===== config.mk =====
export PLATFORM = sky130hd
export DESIGN_NAME = sound_channel_allocator_unit
export DESIGN_NICKNAME = d
export VERILOG_FILES = /design/src/hdl/sca_pkg.sv /design/src/hdl/sca_ram.sv /design/src/hdl/sca_pick.sv /design/src/hdl/sound_channel_allocator_unit.sv
export SDC_FILE = /design/constraint.sdc
export NUM_CORES = 1
export LEC_CHECK = 0
export BUFFER_PORTS_ARGS = -buffer_cell sky130_fd_sc_hd__buf_2
export CORE_ASPECT_RATIO = 1.1
export CORE_MARGIN = 4
export CORE_UTILIZATION = 55
export DETAILED_ROUTE_END_ITERATION = 12
export MAX_ROUTING_LAYER = met4
export PLACE_DENSITY = 0.79
export SYNTH_ARGS = -nofsm -noshare
export SYNTH_HDL_FRONTEND = slang
export SYNTH_SLANG_ARGS = --single-unit
export TNS_END_PERCENT = 100

===== constraint.sdc =====
create_clock -name i_clk -period 16.2 [get_ports i_clk]
set_input_delay 2.43 -clock i_clk [delete_from_list [all_inputs] [get_ports i_clk]]
set_output_delay 2.43 -clock i_clk [all_outputs]
set_load 0.01 [all_outputs]

===== src/hdl/sca_pkg.sv =====
// Shared constants, types and codes of the sound channel allocator.
`timescale 1ns / 1ps
package sca_pkg;

    localparam int NUM_CHANNELS = 8;
    localparam int NUM_SOUNDS   = 64;
    localparam int CHAN_W       = 3;
    localparam int SND_W        = 6;
    localparam int OP_W         = 3;

    localparam logic [NUM_CHANNELS-1:0] CHAN_MASK = {NUM_CHANNELS{1'b1}};

    typedef logic [CHAN_W-1:0] t_chan;
    typedef logic [SND_W-1:0]  t_sound;

    typedef enum logic [OP_W-1:0] {
        OP_GRAB           = 3'd0,
        OP_LOOKUP_SOUND   = 3'd1,
        OP_LOOKUP_CHANNEL = 3'd2,
        OP_CLEAR_SOUND    = 3'd3,
        OP_CLEAR_CHANNEL  = 3'd4
    } t_op;

    typedef enum logic [2:0] {
        S_IDLE,
        S_DISPATCH,
        S_RD_DIRECT,
        S_SCAN_C,
        S_SCAN_S,
        S_APPLY
    } t_state;

endpackage


===== src/hdl/sca_ram.sv =====
// Generic single-port RAM with registered read data.
`timescale 1ns / 1ps
module sca_ram #(
    parameter int WIDTH = 8,
    parameter int DEPTH = 64
) (
    input  logic                     i_clk,
    input  logic                     i_we,
    input  logic [$clog2(DEPTH)-1:0] i_addr,
    input  logic [WIDTH-1:0]         i_wdata,
    output logic [WIDTH-1:0]         o_rdata
);

    logic [WIDTH-1:0] r_mem [DEPTH];
    logic [WIDTH-1:0] r_rdata;

    always_ff @(posedge i_clk) begin
        if (i_we) begin
            r_mem[i_addr] <= i_wdata;
        end
        r_rdata <= r_mem[i_addr];
    end

    assign o_rdata = r_rdata;

endmodule


===== src/hdl/sca_pick.sv =====
// Channel choice for a grab of a sound that holds no channel yet.
`timescale 1ns / 1ps
module sca_pick import sca_pkg::*; (
    input  logic [NUM_CHANNELS-1:0] i_free,
    input  logic [NUM_CHANNELS-1:0] i_playing,
    input  t_chan                   i_last,
    output t_chan                   o_chan
);

    logic [NUM_CHANNELS-1:0] cand_a;
    logic [NUM_CHANNELS-1:0] cand_b;
    t_chan                   pick_a;
    t_chan                   pick_b;

    always_comb begin
        cand_a = i_free & ~i_playing & CHAN_MASK;
        cand_b = ~i_playing & CHAN_MASK;
        pick_a = '0;
        pick_b = '0;
        for (int i = NUM_CHANNELS - 1; i >= 0; i--) begin
            if (cand_a[i]) begin
                pick_a = t_chan'(i);
            end
            if (cand_b[i]) begin
                pick_b = t_chan'(i);
            end
        end
        if (|cand_a) begin
            o_chan = pick_a;
        end else if (|cand_b) begin
            o_chan = pick_b;
        end else if (i_last == t_chan'(NUM_CHANNELS - 1)) begin
            o_chan = '0;
        end else begin
            o_chan = i_last + t_chan'(1);
        end
    end

endmodule


===== src/hdl/sound_channel_allocator_unit.sv =====
// Top level of the sound channel allocator: sequencer, map storage and result register.
`timescale 1ns / 1ps
// The unit takes one word at a time and holds o_stall high until that word's result
// has been built. A word whose direct map entry is set goes straight to apply, a sound
// after one read of the sound map RAM. A sound whose entry is empty scans up to eight
// channel entries, one per cycle; a channel whose entry is empty scans up to all 64
// sound entries through the single read port of the sound map RAM, one per cycle.
// The result sits in an output register, so the next word is accepted while it waits.
module sound_channel_allocator_unit import sca_pkg::*; (
    input  logic        i_clk,
    input  logic        i_rst_n,
    input  logic        i_valid,
    output logic        o_stall,
    input  logic [2:0]  i_operation,
    input  logic [5:0]  i_sound_id,
    input  logic [2:0]  i_channel,
    input  logic [7:0]  i_playing_mask,
    output logic        o_valid,
    input  logic        i_stall,
    output logic        o_hit,
    output logic [2:0]  o_channel_out,
    output logic [5:0]  o_sound_out
);

    t_state                  r_state, n_state;
    logic [OP_W-1:0]         r_op, n_op;
    t_sound                  r_snd, n_snd;
    t_chan                   r_ch, n_ch;
    logic [NUM_CHANNELS-1:0] r_play, n_play;
    t_sound                  r_idx, n_idx;
    logic                    r_cmp_vld, n_cmp_vld;
    t_sound                  r_cmp_idx, n_cmp_idx;
    logic                    r_found, n_found;
    t_sound                  r_x, n_x;
    logic [NUM_SOUNDS-1:0]   r_s2c_vld, n_s2c_vld;
    logic [NUM_CHANNELS-1:0] r_c2s_vld, n_c2s_vld;
    t_sound                  r_c2s_snd [NUM_CHANNELS];
    t_sound                  n_c2s_snd [NUM_CHANNELS];
    logic [NUM_CHANNELS-1:0] r_free, n_free;
    t_chan                   r_last, n_last;
    logic                    r_out_valid, n_out_valid;
    logic                    r_out_hit, n_out_hit;
    t_chan                   r_out_ch, n_out_ch;
    t_sound                  r_out_snd, n_out_snd;

    logic   snd_ok;
    logic   ch_ok;
    logic   sel_snd;
    logic   sel_ch;
    logic   apply_go;
    t_chan  c2s_addr;
    logic   c2s_vld_rd;
    t_sound c2s_snd_rd;
    logic   c2s_match;
    logic   s2c_match;
    t_chan  ram_rdata;
    t_sound ram_addr;
    logic   ram_we;
    t_chan  pick_ch;
    t_chan  grab_ch;

    sca_ram #(
        .WIDTH (CHAN_W),
        .DEPTH (NUM_SOUNDS)
    ) u_s2c_ram (
        .i_clk   (i_clk),
        .i_we    (ram_we),
        .i_addr  (ram_addr),
        .i_wdata (grab_ch),
        .o_rdata (ram_rdata)
    );

    sca_pick u_pick (
        .i_free    (r_free),
        .i_playing (r_play),
        .i_last    (r_last),
        .o_chan    (pick_ch)
    );

    assign snd_ok  = ({1'b0, r_snd} < (SND_W + 1)'(NUM_SOUNDS));
    assign ch_ok   = ({1'b0, r_ch} < (CHAN_W + 1)'(NUM_CHANNELS));
    assign sel_snd = snd_ok && (r_op == OP_GRAB || r_op == OP_LOOKUP_SOUND
                                || r_op == OP_CLEAR_SOUND);
    assign sel_ch  = ch_ok && (r_op == OP_LOOKUP_CHANNEL || r_op == OP_CLEAR_CHANNEL);

    assign apply_go = !r_out_valid || !i_stall;
    assign o_stall  = (r_state != S_IDLE);

    assign c2s_addr   = (r_state == S_SCAN_C) ? r_idx[CHAN_W-1:0] : r_ch;
    assign c2s_vld_rd = r_c2s_vld[c2s_addr];
    assign c2s_snd_rd = r_c2s_snd[c2s_addr];
    assign c2s_match  = c2s_vld_rd && (c2s_snd_rd == r_snd);
    assign s2c_match  = r_cmp_vld && r_s2c_vld[r_cmp_idx] && (ram_rdata == r_ch);

    assign grab_ch  = r_found ? r_x[CHAN_W-1:0] : pick_ch;
    assign ram_addr = (r_state == S_SCAN_S) ? r_idx : r_snd;
    assign ram_we   = (r_state == S_APPLY) && apply_go && snd_ok && (r_op == OP_GRAB);

    always_comb begin
        n_state = r_state;
        unique case (r_state)
            S_IDLE: begin
                if (i_valid) begin
                    n_state = S_DISPATCH;
                end
            end
            S_DISPATCH: begin
                if (sel_snd) begin
                    n_state = r_s2c_vld[r_snd] ? S_RD_DIRECT : S_SCAN_C;
                end else if (sel_ch) begin
                    n_state = c2s_vld_rd ? S_APPLY : S_SCAN_S;
                end else begin
                    n_state = S_APPLY;
                end
            end
            S_RD_DIRECT: begin
                n_state = S_APPLY;
            end
            S_SCAN_C: begin
                if (c2s_match || r_idx[CHAN_W-1:0] == t_chan'(NUM_CHANNELS - 1)) begin
                    n_state = S_APPLY;
                end
            end
            S_SCAN_S: begin
                if (s2c_match || (r_cmp_vld && r_cmp_idx == t_sound'(NUM_SOUNDS - 1))) begin
                    n_state = S_APPLY;
                end
            end
            S_APPLY: begin
                if (apply_go) begin
                    n_state = S_IDLE;
                end
            end
            default: begin
                n_state = S_IDLE;
            end
        endcase
    end

    always_comb begin
        n_op        = r_op;
        n_snd       = r_snd;
        n_ch        = r_ch;
        n_play      = r_play;
        n_idx       = r_idx;
        n_cmp_vld   = r_cmp_vld;
        n_cmp_idx   = r_cmp_idx;
        n_found     = r_found;
        n_x         = r_x;
        n_s2c_vld   = r_s2c_vld;
        n_c2s_vld   = r_c2s_vld;
        n_c2s_snd   = r_c2s_snd;
        n_free      = r_free;
        n_last      = r_last;
        n_out_hit   = r_out_hit;
        n_out_ch    = r_out_ch;
        n_out_snd   = r_out_snd;
        n_out_valid = r_out_valid;
        if (r_out_valid && !i_stall) begin
            n_out_valid = 1'b0;
        end
        unique case (r_state)
            S_IDLE: begin
                if (i_valid) begin
                    n_op    = i_operation;
                    n_snd   = i_sound_id;
                    n_ch    = i_channel;
                    n_play  = i_playing_mask & CHAN_MASK;
                    n_found = 1'b0;
                    n_x     = '0;
                end
            end
            S_DISPATCH: begin
                n_idx     = '0;
                n_cmp_vld = 1'b0;
                if (sel_ch && c2s_vld_rd) begin
                    n_found = 1'b1;
                    n_x     = c2s_snd_rd;
                end
            end
            S_RD_DIRECT: begin
                n_found = 1'b1;
                n_x     = {{(SND_W - CHAN_W){1'b0}}, ram_rdata};
            end
            S_SCAN_C: begin
                if (c2s_match) begin
                    n_found = 1'b1;
                    n_x     = r_idx;
                end else begin
                    n_idx = r_idx + t_sound'(1);
                end
            end
            S_SCAN_S: begin
                if (s2c_match) begin
                    n_found = 1'b1;
                    n_x     = r_cmp_idx;
                end else begin
                    n_cmp_vld = 1'b1;
                    n_cmp_idx = r_idx;
                    n_idx     = r_idx + t_sound'(1);
                end
            end
            S_APPLY: begin
                if (apply_go) begin
                    n_out_valid = 1'b1;
                    n_out_hit   = 1'b0;
                    n_out_ch    = '0;
                    n_out_snd   = '0;
                    if (sel_snd && r_op == OP_GRAB) begin
                        if (!r_found) begin
                            n_last = pick_ch;
                        end
                        n_free[grab_ch]    = 1'b0;
                        n_s2c_vld[r_snd]   = 1'b1;
                        n_c2s_vld[grab_ch] = 1'b1;
                        n_c2s_snd[grab_ch] = r_snd;
                        n_out_hit          = 1'b1;
                        n_out_ch           = grab_ch;
                    end else if (sel_snd && r_op == OP_LOOKUP_SOUND) begin
                        n_out_hit = r_found;
                        n_out_ch  = r_found ? r_x[CHAN_W-1:0] : '0;
                    end else if (sel_ch && r_op == OP_LOOKUP_CHANNEL) begin
                        n_out_hit = r_found;
                        n_out_snd = r_found ? r_x : '0;
                    end else if (sel_snd && r_op == OP_CLEAR_SOUND) begin
                        n_s2c_vld[r_snd] = 1'b0;
                        if (r_found) begin
                            n_c2s_vld[r_x[CHAN_W-1:0]] = 1'b0;
                            n_free[r_x[CHAN_W-1:0]]    = 1'b1;
                        end
                    end else if (sel_ch && r_op == OP_CLEAR_CHANNEL) begin
                        n_c2s_vld[r_ch] = 1'b0;
                        if (r_found) begin
                            n_s2c_vld[r_x] = 1'b0;
                        end
                        n_free[r_ch] = 1'b1;
                    end
                end
            end
            default: begin
                n_found = 1'b0;
            end
        endcase
    end

    always_ff @(posedge i_clk) begin
        if (!i_rst_n) begin
            r_state     <= S_IDLE;
            r_cmp_vld   <= 1'b0;
            r_s2c_vld   <= '0;
            r_c2s_vld   <= '0;
            r_free      <= CHAN_MASK;
            r_last      <= '0;
            r_out_valid <= 1'b0;
        end else begin
            r_state     <= n_state;
            r_cmp_vld   <= n_cmp_vld;
            r_s2c_vld   <= n_s2c_vld;
            r_c2s_vld   <= n_c2s_vld;
            r_free      <= n_free;
            r_last      <= n_last;
            r_out_valid <= n_out_valid;
        end
    end

    always_ff @(posedge i_clk) begin
        r_op      <= n_op;
        r_snd     <= n_snd;
        r_ch      <= n_ch;
        r_play    <= n_play;
        r_idx     <= n_idx;
        r_cmp_idx <= n_cmp_idx;
        r_found   <= n_found;
        r_x       <= n_x;
        r_c2s_snd <= n_c2s_snd;
        r_out_hit <= n_out_hit;
        r_out_ch  <= n_out_ch;
        r_out_snd <= n_out_snd;
    end

    assign o_valid       = r_out_valid;
    assign o_hit         = r_out_hit;
    assign o_channel_out = r_out_ch;
    assign o_sound_out   = r_out_snd;

endmodule


==> impl_metrics.yaml, run 1 <==
clocking:
  cts-buffers-inserted: 40
  ctsLongestPathBuffers: 3
  worstSkewPairLatency_ps: 540
  htree_levels: 2
  clock_tree_from_tritoncts: "yes"
  worst_setup_hold_path_clk_slew_ps: 60
  clkSinkCount: 380
  postCtsSetupRepairBufs: 0
  cts-hold-fix-buffers: 0
  cts-resized-gates: 0
  clock-root-buffer: "clkbuf_16"
die:
  floorplan.initialDensity_pct: 56.1
  rows: 68
  ioPinCount: 36
  design.core.area_sq_um: 31700
  die_w_um: 179
  die_boundary_height_um: 196
  design.die.area_sq_um: 35200
critical_path:
  setup.worst_path.class: "in2reg"
  worst_setup_path_end_kind: "flip-flop"
  cp_cell_sequence: "buf_2 > nand2_1 > nand2_1 > a21oi_1 > nand4_1 > o311ai_0 > a21oi_1"
  worst_ep_required_time_ps: 16560
  start_kind: "input port"
  worst_path_max_delay_cell: "a21oi_1"
  max_stage_delay_ps: 770
  critPathArrivalTime_ps: 4950
  worst-path-max-fanout: 16
timing:
  slew_viol_final: 0
  setup_tns_ps: 0
  period_share_pct: 28.4
  finalSetupViolations: 0
  fin_worst_skew_ps: 23.8
  min_period_ps: 4600
  worst_slack_ps: 11600
  hold_violations: 0
  fmaxAchievable_ghz: 0.218
  worst-slew-pin-transition_ps: 1340
  hold_ws_ps: 469
  rsz0062_at_grt: "false"
  slew_headroom_pct: 9.92
yosys:
  synthFlopType: "edfxtp_1"
  synth.largest_area_cell: "edfxtp_1"
  proportion_of_synthesized_flip_flops_having_asynchronous_set_or_reset_pct: 0
  post_synth_main_area_contributors: "edfxtp_1 (49%), dfxtp_1 (10%), nor2_1 (4.3%)"
  synth.top_cells.by_count: "edfxtp_1 (289), nor2_1 (203), nand2_1 (125), o21ai_0 (100), dfxtp_1 (91)"
  post-synth-top-area-fraction_pct: 48.9
  synth_enable_flop_cells: 289
  ys_ff_latch: 380
  ys_types: 81
  synth_sequential_area_ratio_pct: 59.1
  yosys.cell_count.top_type: "edfxtp_1"
  ys.warnings.count: 0
  syn_area_sq_um: 17800
  number_of_nets_in_the_synthesized_netlist: 1569
  syn-mean-instance-area_sq_um: 11.5
  syn_inst: 1541
grt:
  grt_first_pass_wirelength_um: 72500
  antenna_found_initial: 0
  grt_remaining_overflow: 0
  vias_in_the_first_global_route: 13077
  track_usage_pct: 27.0
  maximum_number_of_pins_on_one_net_before_global_route_repair: 84
placed_design:
  place_area_sq_um: 18200
  dpl.hpwl_um: 29200
  pre_cts_ws_ps: 11180
  gp_congestion: 0.968
  place.port_buffers: 35
drt:
  route.final.wire_length_um: 46800
  post_drt_wl_per_cell_um: 23.6
  detail_route.first_pass.iterations: 6
  drc: 0
  detailedRoute.firstIterationViolations: 1669
  detail_route.vias_per_cell: 6.68
  routed-via-count: 13232
  detail-route-antenna-nets: 0
layout:
  layout-area-overhead-vs-synth_pct: 9.91
  fill_cells: 2515
  post-route-util_pct: 61.7
  num_antenna_cells: 0
  layout-drive-gt1-share_pct: 13.1
  finalNetCount: 1559
  final_design_area_no_fill_sq_um: 19500
status:
  outcome: "finished clean"
power:
  power_density_nw_per_um2: 142
  vdd_ir_drop_max_mv: 0.117
  power.static_leakage_nw: 6.22
flow_run:
  drv_cap: 0
hold_path:
  hold_path_class: "reg2reg"
-- worst max-delay path: cells and delay by family --
kind                   cells  cell delay [ps]
AO/OA/AOI/OAI              3             1500
AND/OR/NAND/NOR            3              900
buffers and inverters      1              110
-- registers in the layout, summed over array words and instances (netlist names) --
| signal | cells |
|---|---|
| r_cmp_idx | 6 |
| r_last | 3 |
| o_channel_out | 3 |
| r_x | 6 |
| r_idx | 6 |
| r_cmp_vld | 1 |
| u_s2c_ram.r_mem | 192 |
| r_c2s_vld | 8 |
| r_free | 8 |
| r_op | 3 |
| o_sound_out | 6 |
| r_s2c_vld | 64 |
| r_found | 1 |
| r_ch | 3 |
| o_hit | 1 |
| u_s2c_ram.o_rdata | 3 |
| r_state | 3 |
| r_play | 8 |
| o_valid | 1 |
| r_snd | 6 |
| r_c2s_snd | 48 |
-- cell families after synthesis --
family                     Yosys count  share of synthesized area (%)
AOI/OAI and AO/OA                  443                           16.9
DFF                                380                           59.1
adders and majority gates            4                          0.282
muxes                               95                           7.63
xor gates and xnor gates            14                          0.690
and+or+nand+nor                    483                           12.6
buffers and inverters              122                           2.76
-- layer usage --
metal / vias to the layer above / GRT usage [%] / routed length, um
li1: 5899 / - / -
met1: 6319 / 34.6 / 18000
met2: 814 / 41.8 / 21800
met3: 200 / 5.52 / 4630
met4: 0 / 12.1 / 2360
met5: - / - / 0
-- final cells by class --
| class | count | area, sq um | share of cell area (%) |
|---|---|---|---|
| Multi-Input combinational cell | 1039 | 6800 | 34.9 |
| Sequential cell | 380 | 10500 | 53.8 |
| Clock buffer | 53 | 1090 | 5.58 |
| Clock inverter | 20 | 215 | 1.10 |
| Tap cell | 420 | 526 | 2.69 |
| Timing Repair Buffer | 56 | 333 | 1.71 |
| Inverter | 14 | 52.6 | 0.269 |
-- path summary, 6_finish.rpt --
kind / from / end / slack, ps / cells past startpoint
min reg2reg: r_free[7] / r_free[7] / 470 / 1
max reg2reg: r_state[1] / r_x[5] / 11680 / 8
min: r_free[7] / r_free[7] / 470 / 1
max: i_stall / r_s2c_vld[58] / 11600 / 7
-- placed cells by master, fill, tap and decap left out, types with 9 or more instances in the layout --
master	n
clkbuf_1	9
o21ai_0	100
nor2_1	196
clkbuf_16	40
mux4_2	28
and2_1	15
dfxtp_1	91
edfxtp_1	289
nand3_1	25
nor3_1	12
nand2_1	124
a22o_1	12
mux2i_1	44
o22ai_1	15
buf_2	35
nor2b_1	20
mux2_2	20
o221ai_1	24
buf_4	21
a21oi_1	86
nand2b_1	16
inv_1	13
o211ai_1	27
a22oi_1	89
-- through the flow --
step	instances	total power [mW]
global placement	1909	1.85
finish	1982	2.77
floorplan	1541	1.65
global route	1982	2.87
detailed placement	1909	1.86
CTS	1982	2.77
-- power breakdown --
part,internal (mW),switching [mW]
clock network,0.539,0.376
registers,1.19,0.0810
logic,0.175,0.419
total,1.90,0.875
Power figures use the tool's default switching activity.
==> run 2: changes to the inputs <==
==> constraint.sdc (replaced) <==
create_clock -name i_clk -period 4.5 [get_ports i_clk]
set_input_delay 0.675 -clock i_clk [delete_from_list [all_inputs] [get_ports i_clk]]
set_output_delay 0.675 -clock i_clk [all_outputs]
set_load 0.01 [all_outputs]
==> run 2 against run 1 <==
  * Worst hold slack worse by 160 ps
  * Via count increased by 0.35%
  * Critical path depth increased by 1
  * Non-clock buffer count rose by 13
  * Sequential share of layout area decreased by 0.16 points
  * Setup slack got worse by 11000 ps
  * Register-to-register slack worse by 11000 ps
  * Combinational power grew to 3.6 times the previous value
  * Cell area increased by 0.30%
  * Largest power group unchanged
  * Die area unchanged
  * Final cell count rose by 0.35%
  * Critical endpoint is now r_x[4]
==> impl_metrics.yaml, run 2 (synthesis results as in run 1) <==
critical_path:
  crit_end: "r_x[4]"
  r2r_start: "r_state[0]"
  start_kind: "flip-flop"
  worst_path_max_delay_cell: "dfxtp_1"
  worst_setup_path_end_kind: "flip-flop"
  max_stage_delay_ps: 660
  worst_ep_required_time_ps: 4670
  worstRegToRegCells: 8
  largest_delay_share_family_worst_path: "multiplexers"
  critical_path.n_buffers_inverters: 0
  worst-r2r-setup-slack_ps: 680
  critical_path_depth: 8
  setup.worst_path.class: "reg2reg"
  cp_cell_sequence: "nand3b_2 > mux2i_4 > mux4_2 > a211oi_2 > xnor2_1 > nor3_2 > nand4_2 > a311oi_2"
  timing.rr.end: "r_x[4]"
  worst-path-max-fanout: 16
  crit_start: "r_state[0]"
  critPathArrivalTime_ps: 3990
power:
  p_total_mw: 9.96
  power.static_leakage_nw: 6.27
  power_density_nw_per_um2: 509
  power_switching_share_pct: 31.5
  cell_int_power_mw: 6.83
  vdd_ir_drop_max_mv: 0.386
  clock_share_of_power_pct: 32.7
  combPwrFrac_pct: 21.2
  sequentialPowerShare_pct: 46.1
  net-switching-power_mw: 3.14
clocking:
  worstSkewPairLatency_ps: 540
  worst_setup_hold_path_clk_slew_ps: 70
  cts-buffers-inserted: 39
  cts-resized-gates: 0
  postCtsSetupRepairBufs: 0
  clkSinkCount: 380
  clock-root-buffer: "clkbuf_16"
  ctsLongestPathBuffers: 3
  cts-hold-fix-buffers: 0
  htree_levels: 2
  clock_tree_from_tritoncts: "yes"
drt:
  detailroute.wirelength.met3_um: 4640
  drc: 0
  post_drt_wl_per_cell_um: 23.8
  dr.max_layer_used: "met4"
  detail_route.vias_per_cell: 6.68
  route.layer.met1.wl_um: 17800
  routed-via-count: 13278
  wire_length_on_met2_um: 23000
  detailedRoute.firstIterationViolations: 1766
  detail-route-antenna-nets: 0
  route.final.wire_length_um: 47400
  detail_route.first_pass.iterations: 6
grt:
  grt_remaining_overflow: 0
  grt_first_pass_wirelength_um: 73700
  antenna_found_initial: 0
  vias_in_the_first_global_route: 13046
  maximum_number_of_pins_on_one_net_before_global_route_repair: 72
  track_usage_pct: 27.5
layout:
  finalNonFillerCells: 1989
  largest_reg_flops: 192
  final_design_area_no_fill_sq_um: 19600
  largest_registers_in_the_final_layout: "u_s2c_ram.r_mem x192, r_s2c_vld x64, r_c2s_snd x48"
  finalNetCount: 1571
  regMostFlops: "u_s2c_ram.r_mem"
  layout_commonest_cell: "edfxtp_1"
  fill_cells: 2380
  layout-area-overhead-vs-synth_pct: 10.2
  num_antenna_cells: 0
  layout-drive-gt1-share_pct: 13.6
  layout.cells.most_common_list: "edfxtp_1 (289), nor2_1 (196), nand2_1 (124)"
  post-route-util_pct: 61.9
placed_design:
  place_area_sq_um: 18300
  gp_congestion: 0.943
  pre_cts_ws_ps: 731
  place.port_buffers: 35
  place_inst: 1922
  dpl.hpwl_um: 30200
status:
  outcome: "finished clean"
timing:
  slew_viol_final: 0
  rsz0062_at_grt: "false"
  worst-slew-pin-transition_ps: 1440
  hold_ws_ps: 307
  fmaxAchievable_ghz: 0.262
  hold_violations: 0
  fin_worst_skew_ps: 18.5
  setup_tns_ps: 0
  finalSetupViolations: 0
  period_share_pct: 84.9
  min_period_ps: 3820
  worst_slack_ps: 680
  slew_headroom_pct: 2.99
flow_run:
  drv_cap: 0
die:
  design.core.area_sq_um: 31700
  ioPinCount: 36
  floorplan.initialDensity_pct: 56.1
  rows: 68
  die_w_um: 179
  die_boundary_height_um: 196
  design.die.area_sq_um: 35200
hold_path:
  timing.hold.worst_path_depth: 1
  hold_path_class: "in2reg"
-- run 2: changes by cell type in the layout (fill, tap and decap cells not counted), sizes merged --
cell / before / now
buf: 56 / 69
clkbuf: 53 / 47
clkinvlp: 2 / 0
inv: 15 / 17
bufinv: 4 / 5
clkinv: 13 / 12
-- run 2: worst min-delay path by stage --
stage,from,to,slack (ps)
finish,i_playing_mask[7],r_play[7],310
global route,i_sound_id[2],r_snd[2],290
CTS,i_playing_mask[7],r_play[7],290
detailed placement,r_c2s_vld[5],r_c2s_vld[5],450
global placement,r_free[5],r_free[5],450
floorplan,r_c2s_vld[5],r_c2s_vld[5],430
-- run 2: layout make-up --
type	count	area, sq um	share of cell area, %
clock inverters	20	250	1.28
inverters	14	52.6	0.268
repair buffers	69	430	2.20
multi-input cells	1039	6800	34.7
clock buffers	47	1020	5.19
well taps	420	526	2.68
flip-flops and latches	380	10500	53.6
-- run 2: power by group through the flow --
stage               Clock, mW  Sequential (mW)  Combinational [mW]
finish                   3.26             4.60                2.11
global route             3.43             4.62                2.27
CTS                      3.28             4.58                2.07
detailed placement          0             4.66                2.06
global placement            0             4.65                2.02
floorplan                   0             4.43                1.51
-- run 2: layer usage --
layer	GRT usage, %	vias up
met1	35.3	6430
met5	-	-
met3	5.31	161
met4	11.3	0
li1	-	5908
met2	43.4	779
-- run 2: worst register-to-register path, delay by kind of cell, from the launching register on --
| family | cells | cell delay, ps |
|---|---|---|
| AO/OA/AOI/OAI | 2 | 880 |
| AND/OR/NAND/NOR | 3 | 690 |
| flip-flops | 1 | 660 |
| multiplexers | 2 | 1100 |
| XOR/XNOR | 1 | 130 |
==> run 3: changes to the inputs <==
--- a/config.mk
+++ b/config.mk
@@ -11,7 +11,7 @@
 export CORE_UTILIZATION = 55
 export DETAILED_ROUTE_END_ITERATION = 12
 export MAX_ROUTING_LAYER = met4
-export PLACE_DENSITY = 0.79
+export PLACE_DENSITY = 0.82
 export SYNTH_ARGS = -nofsm -noshare
 export SYNTH_HDL_FRONTEND = slang
 export SYNTH_SLANG_ARGS = --single-unit
==> constraint.sdc (replaced) <==
create_clock -name i_clk -period 3.35 [get_ports i_clk]
set_input_delay 0.5025 -clock i_clk [delete_from_list [all_inputs] [get_ports i_clk]]
set_output_delay 0.5025 -clock i_clk [all_outputs]
set_load 0.01 [all_outputs]
==> run 3 against run 2 <==
  * Flip-flop and latch count is the same
  * Clock power grew 44%
  * Cell area grew 2.7%
  * First-iteration DRC count grew 2.8%
  * Non-clock buffer count grew 49
  * Wire length grew 4.4%
  * Clock skew is essentially flat
  * Combinational power grew 50%
  * Final cell count grew 2.7%
  * Global-route usage grew 0.90 points
  * Sequential power grew 32%
  * Largest cell class unchanged
  * Largest power group unchanged
==> impl_metrics.yaml, run 3 (synthesis results as in run 1) <==
placed_design:
  pre_cts_ws_ps: 243
  place_area_sq_um: 18700
  gp_congestion: 0.990
  place.port_buffers: 35
  dpl.hpwl_um: 32300
timing:
  rsz0062_at_grt: "false"
  min_period_ps: 3190
  fin_worst_skew_ps: 18.1
  slew_headroom_pct: 29.5
  finalSetupViolations: 0
  hold_violations: 0
  setup_tns_ps: 0
  period_share_pct: 95.4
  fmaxAchievable_ghz: 0.313
  slew_viol_final: 0
  worst-slew-pin-transition_ps: 1050
  worst_slack_ps: 155
drt:
  dr.max_layer_used: "met4"
  post_drt_wl_per_cell_um: 24.2
  detail_route.vias_per_cell: 6.80
  detail_route.first_pass.iterations: 8
  drc: 0
  detailedRoute.firstIterationViolations: 1816
  wire_length_on_met2_um: 23800
  route.final.wire_length_um: 49500
  detailroute.wirelength.met3_um: 4910
  detail-route-antenna-nets: 0
  route.layer.met1.wl_um: 17900
  routed-via-count: 13890
grt:
  antenna_found_initial: 0
  vias_in_the_first_global_route: 13420
  track_usage_pct: 28.4
  grt_remaining_overflow: 0
  maximum_number_of_pins_on_one_net_before_global_route_repair: 66
  grt_first_pass_wirelength_um: 76100
critical_path:
  setup.worst_path.class: "reg2reg"
  worst_setup_path_end_kind: "flip-flop"
  worst_ep_required_time_ps: 3770
  crit_start: "r_state[0]"
  start_kind: "flip-flop"
  worst-path-max-fanout: 17
  cp_cell_sequence: "buf_4 > nor3b_2 > buf_12 > mux2i_4 > nor2_2 > a22o_1 > a221oi_1 > and3_1 > o22ai_1 > or4b_1"
  worst_path_max_delay_cell: "or4b_1"
  r2r_start: "r_state[0]"
  max_stage_delay_ps: 530
  critPathArrivalTime_ps: 3620
power:
  power.static_leakage_nw: 6.58
  vdd_ir_drop_max_mv: 0.498
  power_density_nw_per_um2: 692
  p_total_mw: 13.9
layout:
  largest_registers_in_the_final_layout: "u_s2c_ram.r_mem x192, r_s2c_vld x64, r_c2s_snd x48"
  num_antenna_cells: 0
  finalNetCount: 1621
  final_design_area_no_fill_sq_um: 20100
  regMostFlops: "u_s2c_ram.r_mem"
  post-route-util_pct: 63.6
  largest_reg_flops: 192
  fill_cells: 2354
  layout.cells.most_common_list: "edfxtp_1 (289), nor2_1 (197), nand2_1 (124)"
  layout-area-overhead-vs-synth_pct: 13.3
  multi_input_comb_area_sq_um: 6810
  layout-drive-gt1-share_pct: 16.5
  layout_commonest_cell: "edfxtp_1"
  layout.area.seq_sq_um: 10500
status:
  outcome: "finished clean"
die:
  design.core.area_sq_um: 31700
  design.die.area_sq_um: 35200
  ioPinCount: 36
  die_w_um: 179
  rows: 68
  floorplan.initialDensity_pct: 56.1
  die_boundary_height_um: 196
flow_run:
  drv_cap: 0
clocking:
  ctsLongestPathBuffers: 3
  clock_tree_from_tritoncts: "yes"
  htree_levels: 2
  cts-buffers-inserted: 40
  worstSkewPairLatency_ps: 550
  postCtsSetupRepairBufs: 0
  clock-root-buffer: "clkbuf_16"
  worst_setup_hold_path_clk_slew_ps: 70
  clkSinkCount: 380
hold_path:
  hold_path_startpoint: "i_channel[1]"
  hold_path_class: "in2reg"
## run 3: cell types whose count changed in the layout (fill, tap and decap cells not counted), moves of 2 or more
cell / delta
buf_4: +45
buf_12: +3
bufinv_16: +2
clkinv_2: -2
clkinvlp_4: +2
## run 3: stage by stage
step | hold slack (ps) | cells
detailed placement | 449 | 1971
global route | 115 | 2043
finish | 129 | 2043
floorplan | 428 | 1541
global placement | 443 | 1971
CTS | 116 | 2043
## run 3: final cells by class
class / instances / area share, %
inverters: 14 / 0.261
repair buffers: 118 / 4.17
multi-input cells: 1039 / 33.9
flip-flops and latches: 380 / 52.2
clock buffers: 49 / 5.24
well taps: 420 / 2.61
clock inverters: 23 / 1.65
## run 3: layer usage
metal,vias to the layer above,global-route usage [%]
li1,6027,-
met1,6657,35.4
met2,962,45.0
met3,244,4.57
met4,0,15.0
met5,-,-
## run 3: worst paths after layout
path	to	slack [ps]	cells after the start
worst max-delay path	u_s2c_ram.o_rdata[1]	160	10
worst min-delay path	r_ch[1]	130	1
worst max register to register	u_s2c_ram.o_rdata[1]	160	10
worst min register to register	r_c2s_vld[6]	470	2
## run 3: repair_timing
action | 4_1_cts | 5_1_grt
endpoints found under the setup margin | 0 | 25
gates resized for setup | 0 | 4
hold buffers | 0 | 0
endpoints found under the hold margin | 0 | 0
## run 3: critical path: cells and delay by family, from the launching register on
| kind | cells | cell delay (ps) |
|---|---|---|
| AO/OA/AOI/OAI | 3 | 630 |
| buffers and inverters | 2 | 400 |
| flip-flops | 1 | 340 |
| multiplexers | 1 | 370 |
| AND/OR/NAND/NOR | 4 | 1320 |
## run 3: power breakdown
part	internal (mW)	switching (mW)	leakage, nW
Sequential	5.73	0.347	3.38
Clock	2.81	1.87	0.671
Combinational	1.02	2.15	2.53
